## src/design/vvpo_pkg.sv

```systemverilog
// Shared types, constants and helper functions for the voice volume/pan block.
// Depends on nothing; used by voice_volume_pan_output_top.
`timescale 1ns / 1ps

package vvpo_pkg;

  // Configuration register indexes
  localparam logic [1:0] CFG_LOG_MODE  = 2'd0;
  localparam logic [1:0] CFG_PAN_SCALE = 2'd1;
  localparam logic [1:0] CFG_CHANNEL   = 2'd2;

  // Reset values of the configuration registers
  localparam logic       LOG_MODE_RESET  = 1'b0;
  localparam logic [6:0] PAN_SCALE_RESET = 7'd100;
  localparam logic [4:0] CHANNEL_RESET   = 5'd0;

  // Pan constants
  localparam logic [7:0]        PAN_CENTER   = 8'd128;
  localparam logic signed [7:0] ENV_PAN_MID  = 8'sd32;
  localparam logic [7:0]        SAT_MAX      = 8'd255;
  localparam logic [7:0]        VOL_ONLY     = 8'd255;
  localparam logic [3:0]        BAL_OFFSET   = 4'd7;
  localparam logic signed [9:0] BAL_BIAS     = 10'sd240;

  // Reciprocal of 100: m * 5243 >> 19 is exact for m below 16384
  localparam logic [26:0] PCT_RECIP = 27'd5243;

  // Command flags that travel with each request
  typedef struct packed {
    logic       pan;
    logic       balance;
    logic       start;
    logic       note_chg;
    logic       key_off;
    logic [6:0] note;
  } flags_t;

  // Expand an 8-bit level through the 4.4 exponent/mantissa curve,
  // filling below the mantissa when the exponent is 4 or more, and keep the upper byte
  function automatic logic [7:0] log_curve(input logic [7:0] v);
    logic [3:0]  ex;
    logic [3:0]  man;
    logic [15:0] w;
    logic [3:0]  sh;
    ex  = v[7:4];
    man = v[3:0];
    w   = 16'd1 << ex;
    if (ex >= 4'd4) begin
      sh = ex - 4'd4;
      w  = w | ({12'd0, man} << sh);
      w  = w | ((16'd1 << sh) - 16'd1);
    end else begin
      sh = 4'd4 - ex;
      w  = w | ({12'd0, man} >> sh);
    end
    return w[15:8];
  endfunction

  // Clamp a signed value to 0..255
  function automatic logic [7:0] clamp_u8(input logic signed [11:0] x);
    logic [7:0] r;
    if (x < 12'sd0) begin
      r = 8'd0;
    end else if (x > 12'sd255) begin
      r = SAT_MAX;
    end else begin
      r = x[7:0];
    end
    return r;
  endfunction

endpackage

```

## src/design/voice_volume_pan_output_top.sv

```systemverilog
// Voice volume and pan command generator, five-stage pipeline.
// Depends on vvpo_pkg (scoped references only).
`timescale 1ns / 1ps

// Usage:
//   Request channel: req_valid / req_stall with one voice's mix parameters
//   and change mask. A request is taken at a clock edge with req_valid high
//   and req_stall low. Requests that are delayed or carry an empty change
//   mask are taken and dropped; they yield no result.
//   Result channel: res_valid / res_stall with the voice commands. Fields of
//   a command that is absent read as zero.
//   Configuration: cfg_write with cfg_index and cfg_data; write only while
//   no request is in flight.
//   Stages: multiply, add and saturate, divide by 255 and pan magnitude
//   scale, curve and reciprocal multiply, balance and output register.
//   Throughput: one request per cycle while req_stall is low; every stage is one register deep.
//   Stall: res_stall holds the output register; earlier stages keep moving
//   into empty slots, so req_stall rises only once the pipeline is full.
//   Reset: rst clears all stage valid bits and loads the register defaults
//   (linear volume, pan scale 100, voice 0).
module voice_volume_pan_output_top (
  input  logic       clk,
  input  logic       rst,
  // configuration port
  input  logic       cfg_write,
  input  logic [1:0] cfg_index,
  input  logic [6:0] cfg_data,
  // request channel
  input  logic       req_valid,
  output logic       req_stall,
  input  logic [6:0] note_volume,
  input  logic [6:0] envelope_volume,
  input  logic [7:0] tremolo_offset,
  input  logic       tremor_gate,
  input  logic [7:0] master_volume,
  input  logic [7:0] pan_position,
  input  logic [6:0] envelope_pan,
  input  logic [6:0] note_number,
  input  logic [3:0] change_mask,
  input  logic       note_delayed,
  // result channel
  output logic       res_valid,
  input  logic       res_stall,
  output logic [4:0] channel_out,
  output logic       pan_valid,
  output logic [7:0] pan_out,
  output logic       balance_valid,
  output logic [3:0] balance_out,
  output logic       start_valid,
  output logic [7:0] start_note,
  output logic [7:0] volume_out,
  output logic       key_off
);

  // Configuration registers
  logic       log_mode;
  logic [6:0] pan_scale;
  logic [4:0] channel;

  always_ff @(posedge clk) begin
    if (rst) begin
      log_mode  <= vvpo_pkg::LOG_MODE_RESET;
      pan_scale <= vvpo_pkg::PAN_SCALE_RESET;
      channel   <= vvpo_pkg::CHANNEL_RESET;
    end else if (cfg_write) begin
      unique case (cfg_index)
        vvpo_pkg::CFG_LOG_MODE:  log_mode  <= cfg_data[0];
        vvpo_pkg::CFG_PAN_SCALE: pan_scale <= cfg_data;
        vvpo_pkg::CFG_CHANNEL:   channel   <= cfg_data[4:0];
        default: ;
      endcase
    end
  end

  // Stage valid bits and advance enables; bubbles are squeezed out
  logic a_valid, b_valid, c_valid, d_valid, e_valid;
  logic en_a, en_b, en_c, en_d, en_e;

  assign en_e      = !e_valid || !res_stall;
  assign en_d      = !d_valid || en_e;
  assign en_c      = !c_valid || en_d;
  assign en_b      = !b_valid || en_c;
  assign en_a      = !a_valid || en_b;
  assign req_stall = !en_a;

  logic a_emit;
  assign a_emit = req_valid && !note_delayed && (change_mask != 4'd0);

  always_ff @(posedge clk) begin
    if (rst) begin
      a_valid <= 1'b0;
      b_valid <= 1'b0;
      c_valid <= 1'b0;
      d_valid <= 1'b0;
      e_valid <= 1'b0;
    end else begin
      if (en_a) a_valid <= a_emit;
      if (en_b) b_valid <= a_valid;
      if (en_c) c_valid <= b_valid;
      if (en_d) d_valid <= c_valid;
      if (en_e) e_valid <= d_valid;
    end
  end

  // ---------------- Stage A: products ----------------
  vvpo_pkg::flags_t    a_flags, b_flags, c_flags, d_flags, e_flags;
  vvpo_pkg::flags_t    a_flags_next;
  logic [13:0]         a_vprod;
  logic [7:0]          a_tr;
  logic                a_gate;
  logic [7:0]          a_mv;
  logic [7:0]          a_pan;
  logic signed [15:0]  a_pan_mul;

  logic [7:0]          pan_dist;
  logic signed [8:0]   pan_room;
  logic signed [7:0]   env_dev;
  logic signed [16:0]  pan_mul_full;

  // Build flags and the pan envelope product
  always_comb begin
    a_flags_next.pan      = change_mask[0];
    a_flags_next.balance  = change_mask[0] && !change_mask[1];
    a_flags_next.start    = change_mask[1] || change_mask[2];
    a_flags_next.note_chg = change_mask[1];
    a_flags_next.key_off  = change_mask[3];
    a_flags_next.note     = note_number;
    pan_dist = (pan_position >= vvpo_pkg::PAN_CENTER) ?
               (pan_position - vvpo_pkg::PAN_CENTER) :
               (vvpo_pkg::PAN_CENTER - pan_position);
    pan_room = $signed({1'b0, vvpo_pkg::PAN_CENTER}) - $signed({1'b0, pan_dist});
    env_dev  = $signed({1'b0, envelope_pan}) - vvpo_pkg::ENV_PAN_MID;
    pan_mul_full = env_dev * pan_room;
  end

  always_ff @(posedge clk) begin
    if (en_a) begin
      a_flags   <= a_flags_next;
      a_vprod   <= {7'd0, note_volume} * {7'd0, envelope_volume};
      a_tr      <= tremolo_offset;
      a_gate    <= tremor_gate;
      a_mv      <= master_volume;
      a_pan     <= pan_position;
      a_pan_mul <= pan_mul_full[15:0];
    end
  end

  // ---------------- Stage B: volume gain, pan modulation ----------------
  logic [16:0]         b_vmul;
  logic [7:0]          b_pan;
  logic [8:0]          vsum;
  logic signed [15:0]  pan_adj;
  logic signed [15:0]  pan_div;
  logic signed [11:0]  pan_sum;

  always_comb begin
    vsum    = {1'b0, a_vprod[13:6]} + {1'b0, a_tr};
    // truncate toward zero
    pan_adj = a_pan_mul + (a_pan_mul[15] ? 16'sd31 : 16'sd0);
    pan_div = pan_adj >>> 5;
    pan_sum = $signed({4'd0, a_pan}) + $signed(pan_div[11:0]);
  end

  always_ff @(posedge clk) begin
    if (en_b) begin
      b_flags <= a_flags;
      b_vmul  <= a_gate ? ({8'd0, vsum} * {9'd0, a_mv}) : 17'd0;
      b_pan   <= vvpo_pkg::clamp_u8(pan_sum);
    end
  end

  // ---------------- Stage C: divide by 255, pan magnitude scale ----------------
  logic [7:0]         c_vol;
  logic [13:0]        c_smag;
  logic               c_neg;
  logic [8:0]         div_est;
  logic [9:0]         div_rem;
  logic [9:0]         div_q;
  logic signed [8:0]  pan_dev;
  logic signed [8:0]  pan_dev_neg;
  logic [7:0]         pan_mag;

  always_comb begin
    // floor(x/256) under-counts by at most two against x/255
    div_est = b_vmul[16:8];
    div_rem = {2'd0, b_vmul[7:0]} + {1'b0, div_est};
    div_q   = {1'b0, div_est}
            + ((div_rem >= 10'd255) ? 10'd1 : 10'd0)
            + ((div_rem >= 10'd510) ? 10'd1 : 10'd0);
    pan_dev     = $signed({1'b0, b_pan}) - $signed({1'b0, vvpo_pkg::PAN_CENTER});
    pan_dev_neg = -pan_dev;
    pan_mag     = pan_dev[8] ? pan_dev_neg[7:0] : pan_dev[7:0];
  end

  always_ff @(posedge clk) begin
    if (en_c) begin
      c_flags <= b_flags;
      c_vol   <= (div_q > 10'd255) ? vvpo_pkg::SAT_MAX : div_q[7:0];
      c_smag  <= {6'd0, pan_mag} * {7'd0, pan_scale};
      c_neg   <= pan_dev[8];
    end
  end

  // ---------------- Stage D: volume curve, pan percent ----------------
  logic [7:0]         d_vol;
  logic [7:0]         d_pan;
  logic [26:0]        pct_prod;
  logic [7:0]         pct_q;
  logic signed [11:0] pan_scaled;

  always_comb begin
    pct_prod   = {13'd0, c_smag} * vvpo_pkg::PCT_RECIP;
    pct_q      = pct_prod[26:19];
    pan_scaled = c_neg ?
                 ($signed({4'd0, vvpo_pkg::PAN_CENTER}) - $signed({4'd0, pct_q})) :
                 ($signed({4'd0, vvpo_pkg::PAN_CENTER}) + $signed({4'd0, pct_q}));
  end

  always_ff @(posedge clk) begin
    if (en_d) begin
      d_flags <= c_flags;
      d_vol   <= log_mode ? vvpo_pkg::log_curve(c_vol) : {1'b0, c_vol[7:1]};
      d_pan   <= vvpo_pkg::clamp_u8(pan_scaled);
    end
  end

  // ---------------- Stage E: balance and output register ----------------
  logic [7:0]         e_pan;
  logic [7:0]         e_vol;
  logic [3:0]         e_bal;
  logic signed [9:0]  bal_x;
  logic signed [9:0]  bal_adj;
  logic signed [9:0]  bal_div;
  logic [3:0]         bal;

  always_comb begin
    bal_x   = $signed({1'b0, d_pan, 1'b0}) - vvpo_pkg::BAL_BIAS;
    bal_adj = bal_x + (bal_x[9] ? 10'sd31 : 10'sd0);
    bal_div = bal_adj >>> 5;
    bal     = bal_div[3:0] + vvpo_pkg::BAL_OFFSET;
  end

  always_ff @(posedge clk) begin
    if (en_e) begin
      e_flags <= d_flags;
      e_pan   <= d_pan;
      e_vol   <= d_vol;
      e_bal   <= bal;
    end
  end

  // Drive result fields; absent commands read as zero
  assign res_valid     = e_valid;
  assign channel_out   = channel;
  assign pan_valid     = e_flags.pan;
  assign pan_out       = e_flags.pan ? e_pan : 8'd0;
  assign balance_valid = e_flags.balance;
  assign balance_out   = e_flags.balance ? e_bal : 4'd0;
  assign start_valid   = e_flags.start;
  assign start_note    = !e_flags.start ? 8'd0 :
                         (e_flags.note_chg ? {1'b0, e_flags.note} : vvpo_pkg::VOL_ONLY);
  assign volume_out    = e_flags.start ? e_vol : 8'd0;
  assign key_off       = e_flags.key_off;

endmodule
```

## config.mk

```make
export PLATFORM = sky130hd
export DESIGN_NAME = voice_volume_pan_output_top
export DESIGN_NICKNAME = d
export VERILOG_FILES = /design/src/design/vvpo_pkg.sv /design/src/design/voice_volume_pan_output_top.sv
export SDC_FILE = /design/constraint.sdc
export NUM_CORES = 1
export LEC_CHECK = 0
export BUFFER_PORTS_ARGS = -buffer_cell sky130_fd_sc_hd__buf_4
export CAP_MARGIN = 20
export CORE_MARGIN = 1.5
export CORE_UTILIZATION = 40
export DETAILED_ROUTE_END_ITERATION = 8
export GPL_ROUTABILITY_DRIVEN = 0
export GPL_TIMING_DRIVEN = 1
export PLACE_DENSITY = 0.62
export SYNTH_ARGS = -nofsm -noshare
export SYNTH_HDL_FRONTEND = slang
export SYNTH_SLANG_ARGS = --single-unit
```

## constraint.sdc

```tcl
create_clock -name clk -period 9.01 [get_ports clk]
set_clock_uncertainty 0.2 [all_clocks]
set_input_delay 1.3515 -clock clk [delete_from_list [all_inputs] [get_ports clk]]
set_output_delay 1.3515 -clock clk [all_outputs]
set_load 0.05 [all_outputs]
```

==> results of run 1 <==
-- Yosys cell counts, drive strengths merged (16+ instances only) --
master	count	area share (%)
nor2b	30	0.89
nor2	96	1.7
nand3	30	0.72
xor2	38	1.8
nand2b	16	0.48
fa	217	21
nor3	24	0.60
dfxtp	18	1.7
ha	263	16
xnor2	74	3.1
nand2	164	3.0
edfxtp	193	28
o21ai	39	0.97
a21oi	65	1.6
a21o	22	0.82
inv	394	7.0
and2	134	4.0
o21a	19	0.72
clkbuf	20	0.36
-- how the worst max path moves through the flow --
stage                     cells past startpoint  slack [ns]       endpoint
after floorplan                              25        2.09  a_pan_mul[14]
after global placement                       25        1.58  a_pan_mul[14]
after detailed placement                     25        1.39  a_pan_mul[14]
after CTS                                    25        1.96  a_pan_mul[14]
after global routing                         25        1.35  a_pan_mul[14]
final                                        25        1.83  a_pan_mul[14]
-- worst max-delay path: cells and delay by family --
| kind | cells | cell delay (ns) |
|---|---|---|
| xor+xnor | 2 | 0.88 |
| compound gates | 6 | 1.19 |
| fa+ha+maj | 6 | 2.57 |
| simple gates | 6 | 0.92 |
| buf+inv | 5 | 0.45 |
-- routing by layer --
layer	track usage, %	up-vias	routed length (um)
met5	0	-	0
met4	3.815	0	832
met3	2.038	51	1420
met2	26.54	237	19090
met1	19.61	6705	17890
li1	-	6819	-
-- logic make-up (layout without fill, tap and decap cells) --
| group | count (synthesis) | in the layout | synth area share [%] |
|---|---|---|---|
| and+or+nand+nor | 546 | 546 | 13.25 |
| adders and majority gates | 480 | 480 | 36.40 |
| buffers and inverters | 416 | 555 | 7.456 |
| AOI/OAI and AO/OA | 227 | 227 | 7.694 |
| DFF | 211 | 211 | 29.35 |
| xor gates and xnor gates | 112 | 112 | 4.927 |
| muxes | 18 | 18 | 0.9364 |
-- placed cells by master, fill, tap and decap left out, types with 7 or more instances in the layout --
cell       Yosys  routed
a21oi_1       61      61
inv_1        394     394
nand3_1       30      29
and2_1       133     133
xor2_1        35      35
clkbuf_16      0      25
nor2_1        95      95
a21o_1        21      21
nor3_1        23      23
edfxtp_1     193     193
mux2i_1       10      10
a21boi_0      11      11
o21ai_0       34      34
fa_1         217     217
nor2b_1       30      30
o21a_1        18      18
and3_1         7       7
o21bai_1      14      14
a31oi_1        9       9
nand2_1      163     163
dfxtp_1       18      18
ha_1         263     263
xnor2_1       73      73
nand2b_1      16      16
buf_4          0     114
nand4_1        9       9
-- registers in the layout, indices dropped and copies added, names as in the netlist, 12 cells and up --
signal	count
a_pan_mul	16
d_flags	12
c_smag	14
b_vmul	17
c_flags	12
b_flags	12
a_flags	12
-- through the flow --
stage                     area, um2  hold slack (ns)  utilization (%)  setup slack (ns)  std cells
after global routing          23500           0.2201            45.53             1.346       2829
after floorplan               20980           0.2003                -             2.093       2010
final                         23500           0.2129            45.53             1.834       2829
after CTS                     23470           0.2186            45.48             1.960       2828
after detailed placement      22600           0.2045            43.80             1.393       2782
after global placement        22600           0.2015            43.80             1.576       2782
-- final cells by class --
type                            count  area share [%]
Inverter                          394           6.294
Multi-Input combinational cell   1383           56.44
Timing Repair Buffer              115           3.759
Clock buffer                       27           2.694
Sequential cell                   211           26.20
Clock inverter                     19          0.9957
Tap cell                          680           3.621
==> results.toml, run 1 <==
[cts]
cts-buffers-inserted = 25
cts_hold_buf = 0
worst_setup_hold_path_clk_slew_ns = 0.06
cts_tree = "done"
clock-sinks = 211
clock_insertion_delay_worst_skew_ns = 0.54
post-cts-setup-buffer-count = 0
ctsRootBufferMaster = "clkbuf_16"
ctsHtreeMaxLevel = 1
cts.repair.resized = 0
cts_max_path_buffers = 3

[critical_path]
setup.worst_path.end_class = "flip-flop"
crit_fanout = 9
reg2reg_to = "b_vmul[16]"
ff_to_ff_setup_slack_ns = 2.50
setup.worst_path.start_class = "input port"
startpoint = "pan_position[0]"
r2r_start = "a_vprod[6]"
critical_path_required_ns = 9.21
worst_reg_to_reg_path_cell_count = 22
critPathKind = "in2reg"
timing.critical_path.arrival_ns = 7.38
slowest_stage = "xnor2_1"
cpPeakStageDelay_ns = 0.61

[drt]
drt_iter0_drc = 688
drc = 0
post_drt_via_cell_ratio = 4.882
postRouteAntennaNets = 0
postRouteWirelength_mm = 39.24
detailroute.via_count = 13810
wire_per_inst_um = 13.87
drt_first_pass_iters = 4

[layout]
nFillCells = 4795
final_net_count = 2682
register_area_um2 = 6156
multi_input_gate_area_um2 = 13260
layout-drive-gt1-share_pct = 9.725
antenna_cells_inserted = 0
flow.area_growth_from_synthesis_pct = 12.02

[die]
placeable_area_um2 = 51610
floorplan.die.width_um = 232.0
fp.dieH_um = 232.0
initial_utilization_pct = 40.64
placement_rows = 83
io_pins = 111
die_area_um2 = 53830

[logic_synthesis]
synth.distinct_cells = 88
postSynthCellCount = 2010
synth-edff-count = 193
post_synth_instance_area_um2 = 20980
synthesis.area_per_instance_um2 = 10.44
syn-num-nets = 2562
synth.yosys.seq_area_share_pct = 29.35
ys_seq_elements = 211
ys.warnings.count = 0
synth_ff_type = "edfxtp_1"
asyncSetResetFlopFracSynth_pct = 0

[timing]
timing.fmax_mhz = 139.3
timing.final.crit_share_pct = 79.65
setup-violations-final = 0
layout_min_cycle_time_ns = 7.176
maxSlewViolCount = 0
timing_worst_slew_pin_value_ns = 0.9481
report.final.hold_viol_count = 0
setup_repair_after_global_routing_missed_its_margin = "no"
relSlewSlack_pct = 36.79
finalSetupTns_ns = 0

[worst_hold_path]
hp-start = "d_vol[3]"
timing.hold.worst.class = "reg2reg"
min_delay_worst_endpoint = "e_vol[3]"
min_delay_path_depth = 0

[grt]
grt_first_pass_wirelength_mm = 67.28
maximum_number_of_pins_on_one_net_before_global_route_repair = 40
grt_antenna_before_repair = 0
global_route.usage.total_pct = 15.13
via_count_of_the_first_global_routing_pass = 14390
gr-total-overflow = 0

[placement]
port-buffer-count = 110
place.detailed.hpwl_mm = 32.40

[outcome]
run_status = "finished, final reports clean"

[job]
max_cap_violations = 0
Power of run 1 is left out: the tool's default activity adds up to more than one toggle a clock period on the data nets, which glitch-free logic cannot reach.
==> inputs of run 2 (changes only) <==
==> constraint.sdc (replaced) <==
create_clock -name clk -period 7.5 [get_ports clk]
set_clock_uncertainty 0.2 [all_clocks]
set_input_delay 1.125 -clock clk [delete_from_list [all_inputs] [get_ports clk]]
set_output_delay 1.125 -clock clk [all_outputs]
set_load 0.05 [all_outputs]
==> results.toml, run 2 (synthesis gave the netlist of run 1 again) <==
[critical_path]
setup.worst_path.start_class = "input port"
critical_path.n_buffers_inverters = 5
slowest_stage = "xor2_1"
cpPeakStageDelay_ns = 0.53
r2r_start = "a_vprod[6]"
critical_path_required_ns = 7.71
crit_fanout = 9
worst_reg_to_reg_path_cell_count = 22
critical_path.top_delay_family = "adder cells"
critPathKind = "in2reg"
ff_to_ff_setup_slack_ns = 0.99
startpoint = "pan_position[0]"
timing.critical_path.arrival_ns = 7.05
reg2reg_to = "b_vmul[16]"
setup.worst_path.end_class = "flip-flop"

[layout]
max_flop_register = "b_vmul"
flow.area_growth_from_synthesis_pct = 11.92
reg_top3 = "b_vmul: 17 flops, a_pan_mul: 16 flops, c_smag: 14 flops"
largest_register_ff_count = 17
commonest_non_fill_non_tap_cell_in_the_layout = "inv_1"
layout-drive-gt1-share_pct = 9.619
fin_util_pct = 45.49
layout_common_cells = "inv_1 (394), ha_1 (263), fa_1 (217)"
antenna_cells_inserted = 0
final_net_count = 2685

[cts]
cts-buffers-inserted = 25
cts_hold_buf = 0
ctsHtreeMaxLevel = 1
post-cts-setup-buffer-count = 0
worst_setup_hold_path_clk_slew_ns = 0.06
cts_max_path_buffers = 3
clock-sinks = 211
cts_tree = "done"
clock_insertion_delay_worst_skew_ns = 0.55
ctsRootBufferMaster = "clkbuf_16"
cts.repair.resized = 0

[die]
fp.dieH_um = 232.0
die_area_um2 = 53830
io_pins = 111
initial_utilization_pct = 40.64
placement_rows = 83
placeable_area_um2 = 51610
floorplan.die.width_um = 232.0

[drt]
drc = 0
post_drt_via_cell_ratio = 4.889
wire_per_inst_um = 14.12
drt_first_pass_iters = 5
drt_iter0_drc = 628
detailroute.via_count = 13850
postRouteWirelength_mm = 39.99
postRouteAntennaNets = 0

[grt]
maximum_number_of_pins_on_one_net_before_global_route_repair = 40
grt_antenna_before_repair = 0
gr-total-overflow = 0
grt.met1_usage_pct = 19.47
grt.busiest_layer = "met2"
grt_first_pass_wirelength_mm = 68.19
global_route.usage.total_pct = 15.35
grt.met3_usage_pct = 1.854
via_count_of_the_first_global_routing_pass = 14440
grt_use_met2_pct = 27.55

[placement]
place.detailed.hpwl_mm = 32.98
port-buffer-count = 110

[timing]
setup_repair_after_global_routing_missed_its_margin = "no"
timing.fmax_mhz = 146.2
report.final.hold_viol_count = 0
timing_worst_slew_pin_value_ns = 0.9472
layout_min_cycle_time_ns = 6.841
setup-violations-final = 0
timing.final.crit_share_pct = 91.21
finalSetupTns_ns = 0
relSlewSlack_pct = 36.85
maxSlewViolCount = 0

[job]
max_cap_violations = 0

[worst_hold_path]
min_delay_path_depth = 0
hp-start = "b_flags[9]"
min_delay_worst_endpoint = "c_flags[9]"
timing.hold.worst.class = "reg2reg"

[outcome]
run_status = "finished, final reports clean"
==> run 2: cell types whose count changed in the layout (fill, tap and decap cells not counted), sizes merged <==
cell and change:
clkinv -1, inv -2, bufinv -2, clkinvlp -1, clkbuf +6, buf +3
==> run 2: worst max-delay path by stage <==
stage / cells after the start / end / slack, ns
2_1_floorplan: 25 / a_pan_mul[14] / 0.81
3_3_place_gp: 25 / a_pan_mul[14] / 0.49
3_5_place_dp: 25 / a_pan_mul[14] / 0.17
4_1_cts: 25 / a_pan_mul[14] / 0.74
5_1_grt: 25 / a_pan_mul[14] / 0.30
6_report: 25 / a_pan_mul[14] / 0.66
==> run 2: through the flow <==
step,setup slack (ns),hold WS (ns),cells,instance area (um2)
final,0.6593,0.2136,2832,23480
after global routing,0.2989,0.2202,2832,23480
after CTS,0.7376,0.2141,2831,23450
after detailed placement,0.1704,0.2045,2785,22630
after global placement,0.4877,0.2014,2785,22630
after floorplan,0.8092,0.2003,2010,20980
==> run 2: cell type report <==
class,count,area [um2]
timing repair buffer,118,905.9
clock inverter,13,138.9
clock buffer,33,685.7
tap,680,850.8
inverter,394,1479
sequential,211,6156
fill,4840,28130
multi-input combinational,1383,13260
==> run 2: routing by layer <==
layer	wire length (um)	share of wire, %
met1	18100	45
met2	19860	50
met3	1135	2.8
met4	897	2.2
met5	0	0
Power of run 2 is left out for the same reason.
==> inputs of run 3 (changes only) <==
--- a/config.mk
+++ b/config.mk
@@ -13,6 +13,7 @@
 export GPL_ROUTABILITY_DRIVEN = 0
 export GPL_TIMING_DRIVEN = 1
 export PLACE_DENSITY = 0.62
+export RECOVER_POWER = 25
 export SYNTH_ARGS = -nofsm -noshare
 export SYNTH_HDL_FRONTEND = slang
 export SYNTH_SLANG_ARGS = --single-unit
==> results.toml, run 3 (synthesis gave the netlist of run 1 again) <==
[cts]
cts_max_path_buffers = 3
ctsHtreeMaxLevel = 1
cts.repair.resized = 0
worst_setup_hold_path_clk_slew_ns = 0.06
cts_hold_buf = 0
post-cts-setup-buffer-count = 0
ctsRootBufferMaster = "clkbuf_16"
cts_tree = "done"
cts-buffers-inserted = 25
clock-sinks = 211
clock_insertion_delay_worst_skew_ns = 0.55

[layout]
commonest_non_fill_non_tap_cell_in_the_layout = "inv_1"
antenna_cells_inserted = 0
flow.area_growth_from_synthesis_pct = 11.69
reg_top3 = "b_vmul: 17 flops, a_pan_mul: 16 flops, c_smag: 14 flops"
fin_util_pct = 45.40
fin_cells = 2832
nFillCells = 4852
largest_register_ff_count = 17
layout_common_cells = "inv_1 (394), ha_1 (263), fa_1 (217)"
max_flop_register = "b_vmul"
layout-drive-gt1-share_pct = 9.015
final_cell_area_um2 = 23430
final_net_count = 2685

[critical_path]
critical_path.top_delay_family = "adder cells"
slowest_stage = "xor2_1"
r2r_start = "a_vprod[6]"
critPathKind = "in2reg"
reg2reg_to = "b_vmul[16]"
ff_to_ff_setup_slack_ns = 0.99
timing.critical_path.arrival_ns = 7.10
crit_fanout = 8
critical_path_required_ns = 7.71
setup.worst_path.end_class = "flip-flop"
worst_reg_to_reg_path_cell_count = 22
critical_path.n_buffers_inverters = 5
setup.worst_path.start_class = "input port"
cpPeakStageDelay_ns = 0.53

[outcome]
run_status = "finished, final reports clean"

[placement]
port-buffer-count = 110
numPlacedInstances = 2785
dpl-instance-area_um2 = 22630
place.detailed.hpwl_mm = 32.98

[timing]
timing.final.crit_share_pct = 91.88
report.final.hold_viol_count = 0
timing_worst_slew_pin_value_ns = 1.063
finalSetupTns_ns = 0
setup_repair_after_global_routing_missed_its_margin = "no"
timing.fmax_mhz = 145.1
layout_min_cycle_time_ns = 6.891
maxSlewViolCount = 0
relSlewSlack_pct = 29.14
setup-violations-final = 0

[drt]
post_drt_via_cell_ratio = 4.876
drt_first_pass_iters = 5
drc = 0
detailroute.via_count = 13810
drt_iter0_drc = 666
postRouteAntennaNets = 0
wire_per_inst_um = 14.12
postRouteWirelength_mm = 40.00

[grt]
grt_antenna_before_repair = 0
grt_first_pass_wirelength_mm = 68.19
gr-total-overflow = 0
via_count_of_the_first_global_routing_pass = 14440
maximum_number_of_pins_on_one_net_before_global_route_repair = 40
global_route.usage.total_pct = 15.35

[die]
initial_utilization_pct = 40.64
fp.dieH_um = 232.0
io_pins = 111
die_area_um2 = 53830
placement_rows = 83
floorplan.die.width_um = 232.0
placeable_area_um2 = 51610

[worst_hold_path]
timing.hold.worst.class = "reg2reg"
hp-start = "b_flags[9]"
min_delay_path_depth = 0
min_delay_worst_endpoint = "c_flags[9]"

[job]
max_cap_violations = 0
-- run 3: cell types whose count changed in the layout (fill, tap and decap cells not counted), sizes merged --
cell    change
clkbuf     +37
buf        -37
-- run 3: how the worst max path moves through the flow --
stage                    startpoint       endpoint  slack [ns]  cells after the start
finish              pan_position[1]  a_pan_mul[14]        0.61                     25
global route        pan_position[1]  a_pan_mul[14]        0.21                     25
CTS                 pan_position[0]  a_pan_mul[14]        0.74                     25
detailed placement  pan_position[0]  a_pan_mul[14]        0.17                     25
global placement    pan_position[0]  a_pan_mul[14]        0.49                     25
floorplan           pan_position[0]  a_pan_mul[14]        0.81                     25
-- run 3: per-layer routing --
| layer | global-route usage (%) | wire length (um) | vias up |
|---|---|---|---|
| li1 | - | - | 6827 |
| met4 | 3.977 | 909 | 0 |
| met2 | 27.55 | 19820 | 194 |
| met3 | 1.854 | 1069 | 59 |
| met1 | 19.47 | 18200 | 6728 |
| met5 | 0 | 0 | - |
-- run 3: area by class of cell --
class / count / area, um2 / area share (%)
clock inverter: 13 / 138.9 / 0.5928
multi-input combinational: 1383 / 13260 / 56.61
inverter: 394 / 1479 / 6.312
tap: 680 / 850.8 / 3.631
clock buffer: 33 / 685.7 / 2.926
timing repair buffer: 118 / 857.1 / 3.658
sequential: 211 / 6156 / 26.27
-- run 3: worst reg2reg max path, cell delays in order (launching register included) --
cell      delay [ns]
edfxtp_1        0.33
ha_1            0.18
inv_1           0.06
fa_1            0.39
inv_1           0.07
a21oi_1         0.06
o21bai_1        0.20
a21oi_1         0.10
o21bai_1        0.20
xor2_1          0.59
nand2_1         0.17
fa_1            0.59
fa_1            0.44
fa_1            0.52
fa_1            0.54
inv_1           0.04
ha_1            0.36
nand3_1         0.09
o21ai_0         0.30
nor4_1          0.11
o41ai_1         0.42
xnor2_1         0.13
and2_1          0.17
-- run 3: stage by stage --
step / setup slack (ns) / hold WS [ns]
3_3_place_gp: 0.4877 / 0.2014
4_1_cts: 0.7376 / 0.2141
2_1_floorplan: 0.8092 / 0.2003
6_report: 0.6090 / 0.2136
3_5_place_dp: 0.1704 / 0.2045
5_1_grt: 0.2109 / 0.2202
Power of run 3 is left out for the same reason.
